`src/sv/srth_ram.sv`:
```
// generic single-write, single-read ram with registered read data
`default_nettype none
module srth_ram #(
  parameter int WIDTH = 8,
  parameter int DEPTH = 16
) (
  input  wire logic                     clk,
  input  wire logic                     we,
  input  wire logic [$clog2(DEPTH)-1:0] waddr,
  input  wire logic [WIDTH-1:0]         wdata,
  input  wire logic [$clog2(DEPTH)-1:0] raddr,
  output logic      [WIDTH-1:0]         rdata
);

  logic [WIDTH-1:0] mem [DEPTH];

  always_ff @(posedge clk) begin
    if (we) begin
      mem[waddr] <= wdata;
    end
    rdata <= mem[raddr];
  end

endmodule
`default_nettype wire
```
`config.mk`:
```
export PLATFORM = sky130hd
export DESIGN_NAME = srth_ram
export DESIGN_NICKNAME = d
export VERILOG_FILES = /design/src/sv/srth_ram.sv
export SDC_FILE = /design/constraint.sdc
export NUM_CORES = 1
export LEC_CHECK = 0
export BUFFER_PORTS_ARGS = -buffer_cell sky130_fd_sc_hd__buf_2
export CORE_ASPECT_RATIO = 1.5
export CORE_UTILIZATION = 54
export DETAILED_ROUTE_END_ITERATION = 12
export GPL_TIMING_DRIVEN = 0
export MAX_ROUTING_LAYER = met4
export PLACE_DENSITY = 0.74
export SLEW_MARGIN = 5
export SYNTH_ARGS = -nofsm -noshare
export SYNTH_HDL_FRONTEND = slang
export SYNTH_SLANG_ARGS = --single-unit
```
`constraint.sdc`:
```
create_clock -name clk -period 1.6 [get_ports clk]
set_clock_uncertainty 0.1 [all_clocks]
set_input_delay 0.16 -clock clk [delete_from_list [all_inputs] [get_ports clk]]
set_output_delay 0.16 -clock clk [all_outputs]
set_load 0.01 [all_outputs]
```
### Word-level counts from Yosys, hierarchy flattened

Memory sizes are Yosys's and may differ from the RTL's. A register that Yosys moved wholly into a read port is not among the register bits.
Cells that the tools add are included.

| word-level totals | value |
|---|---|
| register bits after elaboration | 0 |
| memories | 1 |
| memory bits (writable) | 128 |
| bits of input ports | 18 |
| output and inout bits | 8 |

Memories:

| memory | words | width | rd ports | clocked after Yosys merged registers in | wr ports | line | text |
|---|---|---|---|---|---|---|---|
| mem | 16 | 8 | 1 | 1 | 1 | 15 | `logic [WIDTH-1:0] mem [DEPTH];` |

| operators by class | value |
|---|---|
| mux-type cells | 2 |

Operators by type and width:

| kind | count |
|---|---|
| 1-bit two-way mux | 2 |

### Logic depth before layout (Yosys ltp)

Gate-level depths: netlist of run 1.

| depth | value |
|---|---|
| depth after elaboration | 2 |
| gate-level depth with buffers | 5 |

### Worst setup path after synthesis of run 1

No wires, ideal clock.

| path | value |
|---|---|
| kind | in2reg |
| start point | input waddr[2] |
| end point | memory mem[0][0] (enable) |
| data arrival time | 1.270 ns |
| required time | 1.117 ns |
| cell stages on the path | 2 |
| library setup time | 0.383 ns |
| path slack | -0.153 ns |
| cell sequence | or3b_2 > nor3_1 |

RTL lines:

| element | line | text |
|---|---|---|
| from (decl) | 9 | `input wire logic [$clog2(DEPTH)-1:0] waddr,` |
| to (decl) | 15 |  |

No word-level cell before the write port.

==> flow_metrics.tcl, run 1 <==
set metrics [dict create \
    status "finished, final reports clean" \
    htree_levels 4 \
    layout.nets 290 \
    whs_ns 0.0535 \
    post-place-ws_ns -0.419 \
    syn2layout_area_growth_pct 17.2 \
    yosysWarnings 0 \
    grt_pass1_wl_mm 13.8 \
    tns_ns 0 \
    slew_violations 0 \
    grt.total_usage_pct 22.2 \
    avgSynthCellArea_um2 22.5 \
    final_cell_mix "edfxtp_1, buf_2, mux4_2" \
    route.detailed.drc 0 \
    die_w_um 81.7 \
    grt_max_degree 17 \
    numCtsBuffers 17 \
    core-area_um2 9250 \
    start_util_pct 55.6 \
    fmax_ghz 0.637 \
    power_leakage_nw 2.03 \
    cts_tree "built" \
    cp.arrival_ns 1.76 \
    critPathLaunchType "flip-flop" \
    io_buffers 24 \
    fin_cells 397 \
    hold_class "input port to flip-flop" \
    finalSetupViolCount 0 \
    ys_seq_area_share_pct 77.8 \
    layout_worst_path_cycle_share_pct 98.2 \
    diodes 0 \
    die_area_um2 9930 \
    dp_hpwl_mm 5.93 \
    place_inst 365 \
    maxCapViolations 0 \
    worst_pin_slew_ns 1.26 \
    power.density_nw_per_um2 1380 \
    num_io_pins 26 \
    max_slew_margin_pct 15.1 \
    ys_types 19 \
    period_minus_slack_ns 1.57 \
    ys_ff_latch 136 \
    drtAntennaViolNets 0 \
    critical_path.max_fanout 1 \
    insertion_delay_ns 0.41 \
    viasPerCell 5.96 \
    avgRoutedWirePerCell_um 23.5 \
    cts_sinks 136 \
    final_layout_size_suffix_gt1_share_pct 29.8 \
    critPathKind "flip-flop to flip-flop" \
    drtIter0Drc 210 \
    cts_root_buffer "clkbuf_16" \
    grt-ovfl-total 0 \
    final_common_cell "edfxtp_1" \
    cpPeakStageDelay_ns 0.55 \
    timing.final.hold_violations 0 \
    netlist_instances 229 \
    rsz0062_at_grt "no" \
    drt_wl_total_mm 9.35 \
    power_mw 8.36 \
    vdd_drop_max_mv 1.16 \
    endpoint_kind "flip-flop" \
    syn_nets 247 \
    crit_required_ns 1.79 \
    num_vias 2368 \
    drtPass1Iterations 5 \
    fin_ws_ns 0.0295 \
    grt_pass1_vias 2363 \
    crit_slowest_cell "mux4_1" \
    rows 43 \
    clockBufferDepth 2 \
    synth_area_um2 5150 \
    clk_pin_slew_ns 0.06 \
    gp_congestion 0.910 \
    die_h_um 122 \
    r2r_slack_ns 0.03 \
    antenna_found_initial 0 \
    crit_chain "mux4_1 -> a22oi_1 -> nand2_1" \
]
cells in the mapped netlist:
master,number,area [um2]
clkdlybuf4s25_2,3,30.0
nor2b_1,1,6.26
and2b_1,1,7.51
buf_4,1,7.51
mux4_2,18,405
nor2_1,13,48.8
nand2_1,9,33.8
nand2b_1,2,12.5
a22oi_1,16,120
buf_2,3,15.0
buf_6,3,33.8
and2_1,1,6.26
mux4_1,14,368
nor3_1,4,20.0
nand3_1,1,5.00
nand3b_1,2,15.0
dfxtp_1,8,160
edfxtp_1,128,3840
or3b_2,1,8.76
final cells by class:
cell class | count | area (um2)
timing repair buffer | 24 | 120
buffer | 10 | 86.3
multi-input combinational | 83 | 1070
clock buffer | 18 | 429
fill | 606 | 3220
clock inverter | 14 | 181
sequential | 136 | 4000
tap | 112 | 140
worst max-delay path, delay by kind of cell (launching register included):
family	cells	cell delay (ns)
compound gates	1	0.35
flops	1	0.36
simple gates	1	0.09
mux	1	0.55
final timing paths:
kind	from	endpoint	cells after the start
max reg2reg	mem[2][3]	rdata[3]	3
max	mem[2][3]	rdata[3]	3
min	wdata[6]	mem[14][6]	1
min reg2reg	mem[13][3]	rdata[3]	3
flip-flops by register name, summed over array words and instances, names as in the netlist:
register  cells
mem         128
rdata         8
metal layers:
layer	wire (um)	GRT usage (%)
met1	3790	28.0
met4	191	8.44
met5	0	-
met3	548	7.04
met2	4810	33.8
timing repair:
item / CTS / global route
gates resized for setup: 0 / 1
endpoints found under the setup margin: 0 / 8
hold buffers: 0 / 0
setup buffers: 0 / 0
where the power goes:
group / switching, mW / internal (mW)
combinational: 0.227 / 0.159
sequential: 0.0172 / 3.98
clock: 1.38 / 2.58
total: 1.63 / 6.73
kinds of logic (layout without fill, tap and decap cells):
family,count (synthesis),count (layout),synth area share [%]
flip-flops,136,136,77.8
AO/OA/AOI/OAI,16,16,2.33
multiplexers,32,32,15.0
AND/OR/NAND/NOR,35,35,3.18
buffers and inverters,10,66,1.68
through the flow:
stage | area (um2) | util [%]
after CTS | 6020 | 65.1
final | 6030 | 65.2
after global placement | 5410 | 58.5
after floorplan | 5150 | -
after detailed placement | 5410 | 58.5
after global routing | 6030 | 65.2
No activity file was read; power rests on OpenSTA's default activity.
==> run 2, diff against run 1 <==
- RECOVER_POWER: unset -> 25
==> flow_metrics.tcl, run 2 (synthesis results as in run 1) <==
set metrics [dict create \
    status "finished, final reports clean" \
    cts_tree "built" \
    viasPerCell 5.97 \
    power.density_nw_per_um2 1390 \
    grt.total_usage_pct 22.2 \
    die_h_um 122 \
    timing.final.hold_violations 0 \
    syn2layout_area_growth_pct 17.1 \
    clockBufferDepth 2 \
    final_common_cell "edfxtp_1" \
    numCtsBuffers 17 \
    core-area_um2 9250 \
    route.detailed.drc 0 \
    critPathLaunchType "flip-flop" \
    dp_hpwl_mm 5.93 \
    dpl_cell_area_um2 5410 \
    clk_pin_slew_ns 0.06 \
    period_minus_slack_ns 1.57 \
    finalSetupViolCount 0 \
    endpoint_kind "flip-flop" \
    cp.arrival_ns 1.76 \
    critPathKind "flip-flop to flip-flop" \
    fmax_ghz 0.638 \
    cts_root_buffer "clkbuf_16" \
    rsz0062_at_grt "no" \
    whs_ns 0.0681 \
    grt-ovfl-total 0 \
    diodes 0 \
    layout_worst_path_cycle_share_pct 97.9 \
    place_inst 365 \
    critical_path.max_fanout 1 \
    drtAntennaViolNets 0 \
    finalInstanceArea_um2 6030 \
    fillers 608 \
    hold_class "input port to flip-flop" \
    antenna_found_initial 0 \
    grt_max_degree 17 \
    fin_cells 397 \
    gp_congestion 0.910 \
    power_mw 8.35 \
    num_io_pins 26 \
    final_cell_mix "edfxtp_1, buf_2, mux4_2" \
    worst_pin_slew_ns 1.26 \
    layout.nets 290 \
    avgRoutedWirePerCell_um 23.5 \
    maxCapViolations 0 \
    cts_hold_buf 0 \
    largest_reg_flops 128 \
    cts_sinks 136 \
    insertion_delay_ns 0.41 \
    slew_violations 0 \
    power_leakage_nw 2.02 \
    crit_required_ns 1.79 \
    top_regs "mem (128), rdata (8)" \
    drtPass1Iterations 4 \
    drtIter0Drc 210 \
    rows 43 \
    grt_pass1_vias 2363 \
    max_slew_margin_pct 15.1 \
    vdd_drop_max_mv 1.16 \
    die_area_um2 9930 \
    start_util_pct 55.6 \
    cts_setup_buffers 0 \
    regMostFlops "mem" \
    io_buffers 24 \
    final_core_util_pct 65.1 \
    grt_pass1_wl_mm 13.8 \
    htree_levels 4 \
    num_vias 2370 \
    final_layout_size_suffix_gt1_share_pct 28.1 \
    drt_wl_total_mm 9.35 \
    die_w_um 81.7 \
]
==> run 2: cell type report <==
class / count / area [um2] / share of cell area (%)
plain buffers: 10 / 86.3 / 1.43
clock buffers: 18 / 429 / 7.12
clock inverters: 14 / 181 / 3.01
multi-input cells: 83 / 1070 / 17.8
flip-flops and latches: 136 / 4000 / 66.4
well taps: 112 / 140 / 2.33
repair buffers: 24 / 114 / 1.89
==> run 2: stage by stage <==
step,setup TNS [ns],setup WS (ns)
3_3_place_gp,-20.49,-0.432
3_5_place_dp,-20.31,-0.419
6_report,0,0.0333
2_1_floorplan,0,0.0739
5_1_grt,0,0.0166
4_1_cts,0,0.0195
==> run 2: per-layer routing <==
layer	vias to the layer above	GRT usage, %	wire length, um
met2	85	33.8	4790
met3	17	7.04	588
met5	-	-	0
met4	0	8.44	191
met1	1207	28.0	3770
li1	1061	-	-
==> run 2: timing repair <==
action                     4_1_cts  5_1_grt
resized for setup                0        1
setup endpoints to repair        0        8
hold endpoints to repair         0        0
==> run 2: power by group <==
group | internal (mW) | leakage [nW] | switching (mW)
sequential | 3.99 | 1.22 | 0.0172
clock | 2.58 | 0.287 | 1.38
combinational | 0.157 | 0.505 | 0.227
total | 6.73 | 2.02 | 1.62
==> run 2: worst paths after layout <==
check / startpoint / to / slack (ns) / cells after the start
worst max-delay path: mem[2][3] / rdata[3] / 0.03 / 3
worst min-delay path: wdata[7] / mem[4][7] / 0.07 / 1
worst max register to register: mem[2][3] / rdata[3] / 0.03 / 3
worst min register to register: mem[13][3] / rdata[3] / 0.59 / 3
==> run 2: critical path: stages (launching register included) <==
cell      delay (ns)
edfxtp_1        0.36
mux4_1          0.55
a22oi_1         0.35
nand2_1         0.09
==> run 3, diff against run 2 <==
- CELL_PAD_IN_SITES_DETAIL_PLACEMENT: unset -> 1
- CELL_PAD_IN_SITES_GLOBAL_PLACEMENT: unset -> 2
- CORE_UTILIZATION: 54 -> 43
- PLACE_DENSITY: 0.74 -> unset
- PLACE_DENSITY_LB_ADDON: unset -> 0.1
==> flow_metrics.tcl, run 3 (synthesis results as in run 1) <==
set metrics [dict create \
    r2r-end "rdata[3]" \
    avgRoutedWirePerCell_um 23.9 \
    fin_cells 434 \
    top_regs "mem (128), rdata (8)" \
    grt_max_degree 17 \
    drtIter0Drc 180 \
    viasPerCell 5.45 \
    grt.total_usage_pct 19.3 \
    grt_pass1_wl_mm 15.4 \
    drtAntennaViolNets 0 \
    clockBufferDepth 2 \
    path_buf_inv 0 \
    num_vias 2367 \
    dr_wl_met2_mm 5.37 \
    cts_root_buffer "clkbuf_16" \
    min_path_cells 1 \
    whs_ns 0.0676 \
    drt-met1-wl_mm 4.46 \
    dp_hpwl_mm 6.80 \
    timing.final.hold_violations 0 \
    max_slew_margin_pct 43.6 \
    critPathKind "flip-flop to flip-flop" \
    cts_tree "built" \
    grt_pass1_vias 2452 \
    drt_wl_total_mm 10.4 \
    layout_worst_path_cycle_share_pct 97.1 \
    maxCapViolations 0 \
    die_area_um2 12400 \
    start_util_pct 44.4 \
    critPathLaunchType "flip-flop" \
    cts_setup_buffers 0 \
    rsz0062_at_grt "no" \
    r2r_cells 3 \
    diodes 0 \
    met3_length_um 339 \
    crit_required_ns 1.80 \
    power_leakage_nw 2.03 \
    numCtsBuffers 17 \
    worst_pin_slew_ns 0.843 \
    vdd_drop_max_mv 0.758 \
    cpPeakStageDelay_ns 0.56 \
    num_io_pins 26 \
    finalSetupViolCount 0 \
    fmax_ghz 0.644 \
    die_w_um 91.3 \
    die_h_um 136 \
    core-area_um2 11600 \
    rows 48 \
    crit_slowest_cell "mux4_1" \
    final_cell_mix "edfxtp_1, buf_2, mux4_2" \
    cp.arrival_ns 1.75 \
    antenna_found_initial 0 \
    cp_top_family "multiplexers" \
    worstHoldStart "wdata[4]" \
    syn2layout_area_growth_pct 18.5 \
    dpl_cell_area_um2 5460 \
    endpoint_kind "flip-flop" \
    timing.rr.start "mem[1][3]" \
    regMostFlops "mem" \
    clk_pin_slew_ns 0.06 \
    power.density_nw_per_um2 1400 \
    hold_class "input port to flip-flop" \
    r2r_slack_ns 0.05 \
    place_inst 403 \
    cts_sinks 136 \
    crit_path_start "mem[1][3]" \
    route.detailed.drc 0 \
    critical_path.max_fanout 1 \
    final_common_cell "edfxtp_1" \
    gp_congestion 0.709 \
    top_layer "met4" \
    io_buffers 24 \
    finalInstanceArea_um2 6100 \
    period_minus_slack_ns 1.55 \
    crit_chain "mux4_1 -> a22oi_1 -> nand2_1" \
    layout.nets 290 \
    grt-ovfl-total 0 \
    htree_levels 4 \
    power_mw 8.54 \
    status "finished, final reports clean" \
    largest_reg_flops 128 \
    insertion_delay_ns 0.42 \
    final_layout_size_suffix_gt1_share_pct 28.9 \
    drtPass1Iterations 4 \
    hold_end "mem[3][4]" \
    slew_violations 0 \
]
run 3: cell types whose count changed in the layout (fill, tap and decap cells not counted):
cell / change
clkinv_1: -1
clkbuf_1: -1
clkinvlp_4: -1
inv_6: +1
clkinv_4: -1
bufinv_16: +1
nor3_1: -1
nor3_2: +1
clkinv_2: +1
run 3: worst max path at each step:
stage	depth (start not counted)	to
CTS	3	mem[12][6]
global route	3	mem[2][7]
detailed placement	3	mem[8][7]
global placement	3	mem[4][6]
floorplan	2	mem[3][0]
finish	3	rdata[3]
run 3: per-stage QoR:
step / setup TNS (ns) / utilization [%] / setup WS (ns)
global route: 0 / 52.6 / 0.00452
floorplan: 0 / - / 0.0739
CTS: 0 / 52.6 / 0.00641
global placement: -29.11 / 47.1 / -0.468
finish: 0 / 52.6 / 0.0465
detailed placement: -29.49 / 47.1 / -0.495
run 3: what timing repair did:
action / 4_1_cts / 5_1_grt
resized for setup: 2 / 0
endpoints found under the setup margin: 16 / 0
hold buffers: 0 / 0
run 3: layer usage:
layer / vias to the layer above / track usage, %
met1: 1242 / 23.4
met4: 0 / 7.41
li1: 1056 / -
met2: 52 / 30.9
met3: 17 / 5.37
met5: - / -
run 3: layout make-up:
cell class / count / area, um2
clock inverters: 14 / 205
plain buffers: 10 / 86.3
well taps: 150 / 188
repair buffers: 24 / 114
clock buffers: 17 / 425
flip-flops and latches: 136 / 4000
multi-input cells: 83 / 1080
fillers: 1041 / 5490
run 3: worst reg2reg max path: cells and delay by family (launching register included):
family	cells	cell delay, ns
mux	1	0.56
simple gates	1	0.09
flops	1	0.36
compound gates	1	0.33
run 3: power breakdown:
group	switching, mW	leakage [nW]	internal [mW]
clock network	1.41	0.302	2.74
registers	0.0185	1.22	3.99
logic	0.232	0.506	0.157
total	1.66	2.03	6.88
